--- src/hdl/sbpa_pkg.sv ---
// Package for the stem band power analyzer: controller states, datapath
// command and status types, configuration type and register index codes.
// No dependencies.
package sbpa_pkg;

    localparam int NUM_BANDS  = 9;
    localparam int DIV_STEPS  = 48;
    localparam int LAST_STEM  = 2;
    localparam int LAST_FILT  = 3;
    localparam int MID_FILT   = 2;
    localparam int HP_FILT    = 1;

    localparam logic [2:0] REG_LOW_LP   = 3'd0;
    localparam logic [2:0] REG_LOW_HP   = 3'd1;
    localparam logic [2:0] REG_HIGH_LP  = 3'd2;
    localparam logic [2:0] REG_HIGH_HP  = 3'd3;
    localparam logic [2:0] REG_SPC      = 3'd4;
    localparam logic [2:0] REG_HGAIN    = 3'd5;
    localparam logic [2:0] REG_VGAIN    = 3'd6;
    localparam logic [2:0] REG_LIMIT    = 3'd7;

    typedef enum logic [4:0] {
        ST_IDLE,
        ST_MIX,
        ST_HARM,
        ST_VOC,
        ST_DRUMS,
        ST_B0,
        ST_B1,
        ST_A1,
        ST_A2,
        ST_YY,
        ST_EN,
        ST_CLOSE,
        ST_WAIT_OUT,
        ST_DLOAD,
        ST_DSTEP,
        ST_DSTORE,
        ST_PUBLISH
    } state_t;

    typedef enum logic [3:0] {
        OP_NONE,
        OP_LOAD,
        OP_MIX,
        OP_HARM,
        OP_VOC,
        OP_DRUMS,
        OP_B0,
        OP_B1,
        OP_A1,
        OP_A2,
        OP_YY,
        OP_EN,
        OP_CLOSE,
        OP_DLOAD,
        OP_DSTEP,
        OP_DSTORE
    } op_t;

    // Publishing has no op code of its own; it is signalled through a separate flag.
    typedef struct packed {
        op_t        op;
        logic       publish;
        logic [1:0] stem;
        logic [1:0] filt;
        logic [3:0] band;
    } dp_cmd_t;

    typedef struct packed {
        logic close;
        logic emit;
        logic out_busy;
    } dp_stat_t;

    typedef struct packed {
        logic [3:0][63:0] coefs;
        logic [15:0]      spc;
        logic [15:0]      hgain;
        logic [15:0]      vgain;
        logic [19:0]      limit;
    } cfg_t;

endpackage

--- src/hdl/sbpa_ctrl.sv ---
// Controller of the stem band power analyzer: sequences the shared multiplier
// through mixing and twelve biquads, then runs the column divider.
// Depends on sbpa_pkg.
module sbpa_ctrl
    import sbpa_pkg::*;
(
    input  logic     aclk,
    input  logic     aresetn,
    input  logic     s_valid,
    output logic     s_ready,
    input  dp_stat_t stat,
    output dp_cmd_t  cmd
);

    state_t     state_reg, state_next;
    logic [1:0] stem_reg, stem_next;
    logic [1:0] filt_reg, filt_next;
    logic [3:0] dband_reg, dband_next;
    logic [5:0] dstep_reg, dstep_next;
    logic [1:0] band_off;

    always_ff @(posedge aclk) begin
        if (!aresetn) begin
            state_reg <= ST_IDLE;
            stem_reg  <= '0;
            filt_reg  <= '0;
            dband_reg <= '0;
            dstep_reg <= '0;
        end else begin
            state_reg <= state_next;
            stem_reg  <= stem_next;
            filt_reg  <= filt_next;
            dband_reg <= dband_next;
            dstep_reg <= dstep_next;
        end
    end

    always_comb begin
        case (filt_reg)
            2'd0:    band_off = 2'd0;
            2'd2:    band_off = 2'd1;
            default: band_off = 2'd2;
        endcase
    end

    always_comb begin
        state_next  = state_reg;
        stem_next   = stem_reg;
        filt_next   = filt_reg;
        dband_next  = dband_reg;
        dstep_next  = dstep_reg;
        s_ready     = 1'b0;
        cmd.op      = OP_NONE;
        cmd.publish = 1'b0;
        cmd.stem    = stem_reg;
        cmd.filt    = filt_reg;
        cmd.band    = 4'({2'b00, stem_reg} * 4'd3) + {2'b00, band_off};
        unique case (state_reg)
            ST_IDLE: begin
                s_ready = 1'b1;
                if (s_valid) begin
                    cmd.op     = OP_LOAD;
                    state_next = ST_MIX;
                end
            end
            ST_MIX: begin
                cmd.op     = OP_MIX;
                state_next = ST_HARM;
            end
            ST_HARM: begin
                cmd.op     = OP_HARM;
                state_next = ST_VOC;
            end
            ST_VOC: begin
                cmd.op     = OP_VOC;
                state_next = ST_DRUMS;
            end
            ST_DRUMS: begin
                cmd.op     = OP_DRUMS;
                stem_next  = '0;
                filt_next  = '0;
                state_next = ST_B0;
            end
            ST_B0: begin
                cmd.op     = OP_B0;
                state_next = ST_B1;
            end
            ST_B1: begin
                cmd.op     = OP_B1;
                state_next = ST_A1;
            end
            ST_A1: begin
                cmd.op     = OP_A1;
                state_next = ST_A2;
            end
            ST_A2: begin
                cmd.op     = OP_A2;
                state_next = ST_YY;
            end
            ST_YY: begin
                cmd.op     = OP_YY;
                state_next = ST_EN;
            end
            ST_EN: begin
                cmd.op = OP_EN;
                if (filt_reg == 2'(LAST_FILT)) begin
                    filt_next = '0;
                    if (stem_reg == 2'(LAST_STEM)) begin
                        state_next = ST_CLOSE;
                    end else begin
                        stem_next  = stem_reg + 2'd1;
                        state_next = ST_B0;
                    end
                end else begin
                    filt_next  = filt_reg + 2'd1;
                    state_next = ST_B0;
                end
            end
            ST_CLOSE: begin
                cmd.op = OP_CLOSE;
                if (stat.close && stat.emit) begin
                    dband_next = '0;
                    state_next = ST_WAIT_OUT;
                end else begin
                    state_next = ST_IDLE;
                end
            end
            ST_WAIT_OUT: begin
                if (!stat.out_busy) begin
                    state_next = ST_DLOAD;
                end
            end
            ST_DLOAD: begin
                cmd.op     = OP_DLOAD;
                cmd.band   = dband_reg;
                dstep_next = '0;
                state_next = ST_DSTEP;
            end
            ST_DSTEP: begin
                cmd.op   = OP_DSTEP;
                cmd.band = dband_reg;
                if (dstep_reg == 6'(DIV_STEPS - 1)) begin
                    state_next = ST_DSTORE;
                end else begin
                    dstep_next = dstep_reg + 6'd1;
                end
            end
            ST_DSTORE: begin
                cmd.op   = OP_DSTORE;
                cmd.band = dband_reg;
                if (dband_reg == 4'(NUM_BANDS - 1)) begin
                    state_next = ST_PUBLISH;
                end else begin
                    dband_next = dband_reg + 4'd1;
                    state_next = ST_DLOAD;
                end
            end
            ST_PUBLISH: begin
                cmd.publish = 1'b1;
                state_next  = ST_IDLE;
            end
            default: begin
                state_next = ST_IDLE;
            end
        endcase
    end

    // The quotients may only be written while the output register is free.
    a_div_out_free: assert property (@(posedge aclk) disable iff (!aresetn)
        (state_reg == ST_DLOAD || state_reg == ST_DSTEP || state_reg == ST_DSTORE ||
         state_reg == ST_PUBLISH) |-> !stat.out_busy)
        else $error("divider runs while a result is still pending");

    a_stem_range: assert property (@(posedge aclk) disable iff (!aresetn)
        stem_reg != 2'd3)
        else $error("stem counter out of range");

    a_close_leads_idle: assert property (@(posedge aclk) disable iff (!aresetn)
        (state_reg == ST_CLOSE && !(stat.close && stat.emit)) |=> state_reg == ST_IDLE)
        else $error("column close without result did not return to idle");

endmodule

--- config.mk ---
export PLATFORM = sky130hd
export DESIGN_NAME = sbpa_ctrl
export DESIGN_NICKNAME = d
export VERILOG_FILES = /design/src/hdl/sbpa_pkg.sv /design/src/hdl/sbpa_ctrl.sv
export SDC_FILE = /design/constraint.sdc
export NUM_CORES = 1
export LEC_CHECK = 0
export BUFFER_PORTS_ARGS = -buffer_cell sky130_fd_sc_hd__buf_2
export CORE_MARGIN = 10
export CORE_UTILIZATION = 61
export DETAILED_ROUTE_END_ITERATION = 8
export PLACE_DENSITY = 0.84
export SLEW_MARGIN = 20
export SYNTH_ARGS = -nofsm -noshare
export SYNTH_HDL_FRONTEND = slang
export SYNTH_SLANG_ARGS = --single-unit
--- constraint.sdc ---
create_clock -name aclk -period 6.9 [get_ports aclk]
set_input_delay 1.38 -clock aclk [delete_from_list [all_inputs] [get_ports aclk]]
set_output_delay 1.38 -clock aclk [all_outputs]
set_load 0.01 [all_outputs]
==> results.txt, run 1 <==
Status: finished, final reports clean
Fin Setup TNS: 0 ns
FF-to-FF setup slack: 4.91 ns
Die area: 4630 um2
# diodes: 0
Element type at the critical path start: flip-flop
Clock Power Share: 25.7%
Synth Area in Simple Gates: 30.4%
Row count: 17
Worst EP arrival: 2.89 ns
Maximum VDD drop: 0.0000998 V
Area Growth Syn to Fin: 7.30%
Setup crit end kind: output pin
Internal power: 154 uW
Synthesized Nets: 189
Post-DR wirelength/cell: 15.6 um
Number of I/O port buffers: 19
Clock-pin slew on the worst setup and hold paths: 0.11 ns
PnR Total Power: 222 uW
Net Sw Frac: 30.6%
Worst r2r dst: dstep_reg[3]
Post-synth EDFFs: 0
Drt total wl: 3.34 mm
Min Tclk post-route: 4.27 ns
Vias: 1288
Max cap viols: 0
TritonCTS clock tree: built
Post-CTS Hold Fix Bufs: 0
Setup ws final: 2.63 ns
Hold Crit Endpoint: dstep_reg[5]
DP Area: 1480 um2
Req. time, crit path: 5.52 ns
Final global-route overflow total: 0
# IOs: 20
Via density per instance: 6.02
Initial core utilization: 63.6%
Max FFs per register: 6
Worst Hold Class: flip-flop to flip-flop
Synth top area share: 27.0%
Fin area: 1510 um2
HPWL Detailed: 2.56 mm
CTS root buf: clkbuf_4
Post-Synthesis Cell Area: 1410 um2
Yosys reg bits: 19
Dominant cell type by area after synthesis: dfxtp_1
Slew @ Worst Pin: 0.605 ns
Post-synthesis async set-or-reset flop share: 0%
H-tree level count: 1
Max-slew headroom: 59.6%
Xor and xnor fraction of the mapped netlist area: 1.87%
Die H: 68.0 um
Reg power frac: 55.4%
DRT iter0 DRCs: 36
First-pass GRT wire length: 5.91 mm
Post-Synthesis Cells: 172
Place WS: 2.95 ns
Synth area leaders: dfxtp_1 (27%), ha_1 (8.0%), nor2_1 (3.7%)
Max-slew violation count: 0
Endpoints failing hold: 0
Sw power: 68.1 uW
Num CTS Buffers: 3
Layout Skew: 0.00259 ns
FMAX: 0.234 GHz
Vias in the first global route: 1365
Fin cells: 214
Avg Inst Size Synth: 8.18 um2
Worst Path Max Fanout: 5
Most frequent cell after synthesis: dfxtp_1
Period utilization: 61.8%
DRC violations left: 0
RSZ-0062 raised after global routing: false
Reg-to-reg critical path startpoint: state_reg[0]
Combinational share of power: 18.9%
Deepest clock path buffer count: 2
Drt pass-1 iters: 4
Finished Core Util: 68.2%
# clock sinks: 19
Die Width: 68.0 um
Final nets: 204
Post-synthesis adder-cell area fraction: 10.9%
Antenna violation net count after detailed routing: 0
Initial antenna violation count: 0
Post-synthesis mux area share: 3.91%
R2R cell count: 4
Main combinational cell family by area after synthesis: simple AND/OR/NAND/NOR gates
GRT Util Overall: 15.6%
Routability congestion estimate: 0.786
P_leak: 0.611 nW
Power per cell area: 147 nW/um2
Hold path start: dstep_reg[5]
Placed Cells: 210
Crit path kind: flip-flop to output pin
Number of unique standard cell types used by synthesis: 50
Synth Area in Compound Gates: 19.1%
Final setup viols: 0
Core box area: 2210 um2
Synth cell count leaders: dfxtp_1 (19), nor2_1 (14), inv_1 (11), nand2_1 (11)
Post-CTS resize count: 0
Setup Fix Bufs, Post-CTS: 0
Share of post-route cells with drive strength above 1: 17.7%
Skew-Pair Late Insertion Delay: 0.29 ns
Hold Slack: 0.502 ns
Largest net degree at the start of global routing: 21
WHS Path Cells: 1
Synthesis Warnings: 0
Post-synthesis sequential area ratio: 27.0%
Most used DFF post-synth: dfxtp_1
-- cell type report --
cell class / count / area, um2
Timing Repair Buffer: 19 / 95.1
Fill cell: 198 / 703
Multi-Input combinational cell: 133 / 931
Clock buffer: 4 / 26.3
Sequential cell: 19 / 380
Tap cell: 28 / 35.0
Inverter: 11 / 41.3
-- power by group through the flow --
| stage | clock network, mW | registers (mW) | logic (mW) |
|---|---|---|---|
| global route | 0.0637 | 0.125 | 0.0478 |
| detailed placement | 0 | 0.125 | 0.0421 |
| finish | 0.0571 | 0.123 | 0.0420 |
| floorplan | 0 | 0.117 | 0.0397 |
| global placement | 0 | 0.125 | 0.0410 |
| CTS | 0.0564 | 0.123 | 0.0425 |
-- cells by family after synthesis --
logic type / Yosys count
xor+xnor: 3
fa+ha+maj: 11
flops: 19
buf+inv: 20
compound gates: 42
mux: 5
simple gates: 72
-- worst max-delay path by stage --
stage,from,end,slack (ns),cells past startpoint
2_1_floorplan,filt_reg[0],cmd[2],3.13,8
3_3_place_gp,filt_reg[0],cmd[2],3.07,9
3_5_place_dp,filt_reg[0],cmd[2],2.95,9
4_1_cts,filt_reg[0],cmd[2],2.63,9
5_1_grt,filt_reg[0],cmd[2],2.49,9
6_report,filt_reg[0],cmd[2],2.63,9
-- critical path, cell delays in order (launching register included) --
cell	delay, ns
dfxtp_1	0.41
inv_1	0.09
ha_1	0.22
or2_2	0.32
fa_1	0.49
inv_1	0.04
ha_1	0.20
fa_1	0.42
mux2_2	0.27
buf_2	0.14
-- routing by layer --
layer	share of wire, %	GRT usage, %	up-vias
li1	-	-	644
met1	46	18.8	605
met2	49	25.7	33
met3	4.1	3.92	6
met4	1.5	6.53	0
met5	0	0	-
-- cells in the final DEF, fill, tap and decap left out, types with 2 or more instances in the layout --
cell type  instances
nor2b_1            3
nor4_1             2
and2_1             2
nand2b_1           6
and3b_1            3
a21oi_1           10
o21ai_0           10
xnor2_1            2
dfxtp_1           19
or4_1              2
o22ai_1            2
nor2_1            14
o21ai_1            3
nand3_1            6
mux2_2             4
a2bb2oi_1          2
nor3b_1            3
clkbuf_4           3
a22oi_1            2
ha_1               9
a21boi_1           2
nand2_1           11
nor3_1             7
a31oi_1            4
buf_2             19
nand3b_1           2
inv_1             11
fa_1               2
Power figures use the tool's default switching activity.
==> run 2: changes to the inputs <==
ABC_AREA = 1   (was default)
CORE_UTILIZATION = 57   (was 61)
PLACE_DENSITY = 0.79   (was 0.84)
clock period = 4.3 ns   (was 6.9 ns; I/O delays follow)
==> run 2 against run 1 <==
Net effect:
- cell count increased by 26%
- wire length down 6.3%
- sequential power grew 49%
- utilization fell by 2.8 points
- largest cell class unchanged
==> results.txt, run 2 <==
Status: finished, final reports clean
Post-CTS resize count: 0
Vias: 1376
Share of post-route cells with drive strength above 1: 19.7%
Post-synthesis mux area share: 0%
Drt pass-1 iters: 4
Setup crit end kind: output pin
Post-synthesis sequential area ratio: 26.2%
Routability congestion estimate: 0.911
DRC violations left: 0
Synthesis Warnings: 0
Core box area: 2450 um2
Largest net degree at the start of global routing: 17
Synth Area in Simple Gates: 42.2%
Initial core utilization: 59.1%
Xor and xnor fraction of the mapped netlist area: 2.42%
Row count: 18
Num CTS Buffers: 3
Max FFs per register: 6
Synth cell count leaders: nand2_1 (46), nor2_1 (33), inv_1 (27), dfxtp_1 (19)
Post-Synthesis Cell Area: 1450 um2
DRT iter0 DRCs: 57
FMAX: 0.279 GHz
Synthesized Nets: 234
Final global-route overflow total: 0
Dominant cell type by area after synthesis: dfxtp_1
Vias in the first global route: 1297
Period utilization: 83.3%
Max-slew headroom: 65.1%
Post-synthesis adder-cell area fraction: 10.5%
Yosys reg bits: 19
Area Growth Syn to Fin: 10.8%
Antenna violation net count after detailed routing: 0
H-tree level count: 1
P_leak: 0.739 nW
CTS root buf: clkbuf_4
Layout fillers: 245
Max-slew violation count: 0
Min Tclk post-route: 3.58 ns
# IOs: 20
PnR Total Power: 338 uW
# diodes: 0
Deepest clock path buffer count: 2
Drt total wl: 3.13 mm
Die area: 4960 um2
Fin Setup TNS: 0 ns
Maximum VDD drop: 0.000159 V
Synth top area share: 26.2%
Place WS: 1.04 ns
Most frequent cell after synthesis: nand2_1
Req. time, crit path: 3.44 ns
Worst Hold Class: flip-flop to flip-flop
Synth Area in Compound Gates: 10.0%
Setup Fix Bufs, Post-CTS: 0
Endpoints failing hold: 0
Layout Skew: 0.00533 ns
HPWL Detailed: 2.53 mm
Reg area: 380 um2
First-pass GRT wire length: 5.67 mm
Die H: 70.4 um
Post-Synthesis Cells: 217
Setup ws final: 0.720 ns
Avg Inst Size Synth: 6.68 um2
Post-DR wirelength/cell: 11.6 um
Main combinational cell family by area after synthesis: simple AND/OR/NAND/NOR gates
Clock-pin slew on the worst setup and hold paths: 0.11 ns
FF-to-FF setup slack: 2.68 ns
Post-synth EDFFs: 0
TritonCTS clock tree: built
Via density per instance: 5.12
Number of unique standard cell types used by synthesis: 27
Initial antenna violation count: 0
Most used DFF post-synth: dfxtp_1
Worst Path Max Fanout: 4
Post-synthesis async set-or-reset flop share: 0%
Worst EP arrival: 2.72 ns
Max cap viols: 0
Die Width: 70.4 um
Post-CTS Hold Fix Bufs: 0
RSZ-0062 raised after global routing: false
Synth area leaders: dfxtp_1 (26%), nand2_1 (12%), nor2_1 (8.5%)
Commonest non-fill, non-tap cell in the layout: nand2_1
Final setup viols: 0
Power per cell area: 210 nW/um2
Crit path kind: flip-flop to output pin
Slew @ Worst Pin: 0.523 ns
GRT Util Overall: 13.2%
Element type at the critical path start: flip-flop
Number of I/O port buffers: 19
Final nets: 257
Area of the multi-input gates: 945 um2
Skew-Pair Late Insertion Delay: 0.30 ns
Finished Core Util: 65.4%
# clock sinks: 19
Commonest cells after routing, fill and taps aside: nand2_1 (46), nor2_1 (33), inv_1 (27)
==> run 2: changes by cell type after synthesis, moves of 4 or more <==
cell and change:
a21oi_1 +5, a31oi_1 -4, clkbuf_1 -4, inv_1 +16, mux2_2 -4, nand2_1 +35
nand2_2 +8, nand2b_1 -6, nand3_1 +9, nor2_1 +19, nor2_4 +4
==> run 2: path summary, 6_finish.rpt <==
kind,startpoint,endpoint,depth (start not counted)
setup / recovery,filt_reg[0],cmd[2],10
hold / removal,dstep_reg[4],dstep_reg[4],2
setup reg to reg,dstep_reg[0],dstep_reg[5],8
hold reg to reg,dstep_reg[4],dstep_reg[4],2
==> run 2: metrics by stage <==
stage	area, um2	instances	hold slack (ns)
after global placement	1580	265	0.486
after detailed placement	1580	265	0.502
after global routing	1610	269	0.550
after CTS	1610	269	0.519
final	1610	269	0.513
after floorplan	1450	217	0.469
==> run 2: kinds of logic after synthesis <==
family,Yosys count
and+or+nand+nor,123
buffers and inverters,32
AOI/OAI and AO/OA,28
DFF,19
adders and majority gates,11
xor gates and xnor gates,4
==> run 2: final cells by class <==
| class | count | area share, % |
|---|---|---|
| multi-input cells | 166 | 58.8 |
| flip-flops and latches | 19 | 23.7 |
| inverters | 31 | 7.55 |
| repair buffers | 19 | 5.92 |
| well taps | 30 | 2.34 |
| clock buffers | 3 | 1.40 |
| clock inverters | 1 | 0.312 |
==> run 2: per-layer routing <==
| metal | global-route usage [%] | routed length, um |
|---|---|---|
| met5 | 0 | 0 |
| met4 | 4.61 | 42 |
| met3 | 3.39 | 188 |
| met2 | 20.0 | 1360 |
| met1 | 17.4 | 1540 |
==> run 2: where the power goes <==
part | switching, mW | internal, mW | leakage [nW]
clock | 0.0582 | 0.0347 | 0.0177
sequential | 0.00395 | 0.179 | 0.153
combinational | 0.0414 | 0.0205 | 0.567
==> run 2: critical path, cell delays in order (launching register included) <==
cell and delay [ns]:
dfxtp_1 0.38, inv_1 0.09, ha_1 0.21, or2_2 0.30
fa_1 0.48, inv_1 0.04, ha_1 0.19, fa_1 0.48
nand2_1 0.05, o21ai_0 0.06, buf_2 0.15
==> run 3: changes to the inputs <==
clock period = 3.75 ns   (was 4.3 ns; I/O delays follow)
==> run 3 against run 2 <==
Net effect:
- clock power grew 13%
- critical path depth is the same
- largest power group unchanged
- die area is the same
- global-route usage grew 0.082 points
- final area is the same
- non-clock buffer count is the same
- count of clock-buffer cells in the layout is the same
- sequential cell count is the same
- worst setup slack lost 0.44 ns
- sequential power grew 15%
- power grew 14%
- sequential share of layout area is the same
==> results.txt, run 3 (synthesis gave the netlist of run 2 again) <==
Status: finished, final reports clean
Worst Path Max Fanout: 4
Crit path kind: flip-flop to output pin
TritonCTS clock tree: built
Share of post-route cells with drive strength above 1: 19.7%
Setup Fix Bufs, Post-CTS: 0
P_leak: 0.739 nW
Via density per instance: 5.18
Core box area: 2450 um2
Final nets: 257
Slew @ Worst Pin: 0.528 ns
Combinational share of power: 18.4%
CTS root buf: clkbuf_4
Antenna violation net count after detailed routing: 0
# clock sinks: 19
Sw power: 117 uW
Fin area: 1610 um2
Worst EP arrival: 2.72 ns
Hold path start: dstep_reg[1]
Crit-path cells: inv_1, ha_1, or2_2, fa_1, inv_1, ha_1, fa_1, nand2_1, o21ai_0, buf_2
Reg power frac: 54.4%
Max FFs per register: 6
Row count: 18
Power per cell area: 240 nW/um2
Vias: 1394
FMAX: 0.288 GHz
Worst r2r dst: dstep_reg[5]
FF-to-FF setup slack: 2.14 ns
Post-CTS resize count: 0
Placed Cells: 265
# diodes: 0
Deepest clock path buffer count: 2
Vias in the first global route: 1317
Net Sw Frac: 30.4%
Num CTS Buffers: 3
Number of I/O port buffers: 19
Period utilization: 92.7%
Routability congestion estimate: 0.911
Fin cells: 269
Setup crit end kind: output pin
# IOs: 20
Reg-to-reg critical path startpoint: dstep_reg[0]
DP Area: 1580 um2
Initial core utilization: 59.1%
Max-slew headroom: 64.8%
WHS Path Cells: 2
Die area: 4960 um2
Worst Hold Class: flip-flop to flip-flop
Endpoints failing hold: 0
Die Width: 70.4 um
Req. time, crit path: 3.00 ns
Post-DR wirelength/cell: 11.8 um
Fin Setup TNS: 0 ns
Min Tclk post-route: 3.47 ns
Internal power: 269 uW
Maximum VDD drop: 0.000226 V
Largest net degree at the start of global routing: 17
Crit-path slowest cell: fa_1
Drt total wl: 3.17 mm
Drt pass-1 iters: 4
Final global-route overflow total: 0
Clock Power Share: 27.2%
Clock-pin slew on the worst setup and hold paths: 0.11 ns
Initial antenna violation count: 0
HPWL Detailed: 2.51 mm
Area Growth Syn to Fin: 10.8%
CP peak stage delay: 0.48 ns
Skew-Pair Late Insertion Delay: 0.30 ns
H-tree level count: 1
First-pass GRT wire length: 5.72 mm
Max cap viols: 0
RSZ-0062 raised after global routing: false
GRT Util Overall: 13.3%
R2R cell count: 8
Layout Skew: 0.00776 ns
Commonest cells after routing, fill and taps aside: nand2_1 (46), nor2_1 (33), inv_1 (27)
Hold Crit Endpoint: dstep_reg[1]
Die H: 70.4 um
DRC violations left: 0
Post-CTS Hold Fix Bufs: 0
Commonest non-fill, non-tap cell in the layout: nand2_1
Final setup viols: 0
Max-slew violation count: 0
DRT iter0 DRCs: 75
Element type at the critical path start: flip-flop
Layout fillers: 238
run 3: power groups by stage:
stage          combinational (mW)  sequential [mW]  clock, mW
2_1_floorplan              0.0491            0.214          0
4_1_cts                    0.0716            0.210      0.108
3_5_place_dp               0.0712            0.215          0
3_3_place_gp               0.0710            0.215          0
6_report                   0.0712            0.210      0.105
5_1_grt                    0.0814            0.211      0.115
run 3: through the flow:
stage / utilization, % / hold slack (ns) / power (mW) / worst slack, ns
6_report: 65.4 / 0.512 / 0.386 / 0.275
4_1_cts: 65.4 / 0.513 / 0.389 / 0.262
5_1_grt: 65.4 / 0.551 / 0.407 / 0.153
2_1_floorplan: - / 0.469 / 0.263 / 0.671
3_5_place_dp: 64.3 / 0.496 / 0.286 / 0.605
3_3_place_gp: 64.3 / 0.486 / 0.286 / 0.632
run 3: cell type report:
cell class | instances | area (um2) | area share (%)
multi-input combinational | 166 | 945 | 58.8
sequential | 19 | 380 | 23.7
clock inverter | 1 | 5.00 | 0.312
inverter | 31 | 121 | 7.55
timing repair buffer | 19 | 95.1 | 5.92
tap | 30 | 37.5 | 2.34
clock buffer | 3 | 22.5 | 1.40
run 3: worst max-delay path: cells and delay by family, from the launching register on:
family                   cells  cell delay [ns]
AND/OR/NAND/NOR              2             0.35
adder cells (fa/ha/maj)      4             1.36
AO/OA/AOI/OAI                1             0.06
flip-flops                   1             0.38
buffers and inverters        3             0.28
run 3: worst max-delay path by stage:
| stage | start | end | slack [ns] | depth (start not counted) |
|---|---|---|---|---|
| finish | filt_reg[0] | cmd[2] | 0.28 | 10 |
| global route | filt_reg[0] | cmd[2] | 0.15 | 10 |
| CTS | filt_reg[0] | cmd[2] | 0.26 | 10 |
| detailed placement | filt_reg[0] | cmd[2] | 0.61 | 10 |
| global placement | filt_reg[0] | cmd[2] | 0.63 | 10 |
| floorplan | filt_reg[0] | cmd[2] | 0.67 | 9 |
run 3: routing by layer:
metal | GRT usage [%] | share of wire (%) | up-vias
met5 | 0 | 0 | -
met4 | 3.07 | 0.63 | 0
met3 | 3.95 | 4.7 | 2
met2 | 20.6 | 44 | 20
met1 | 17.4 | 50 | 628
li1 | - | - | 744
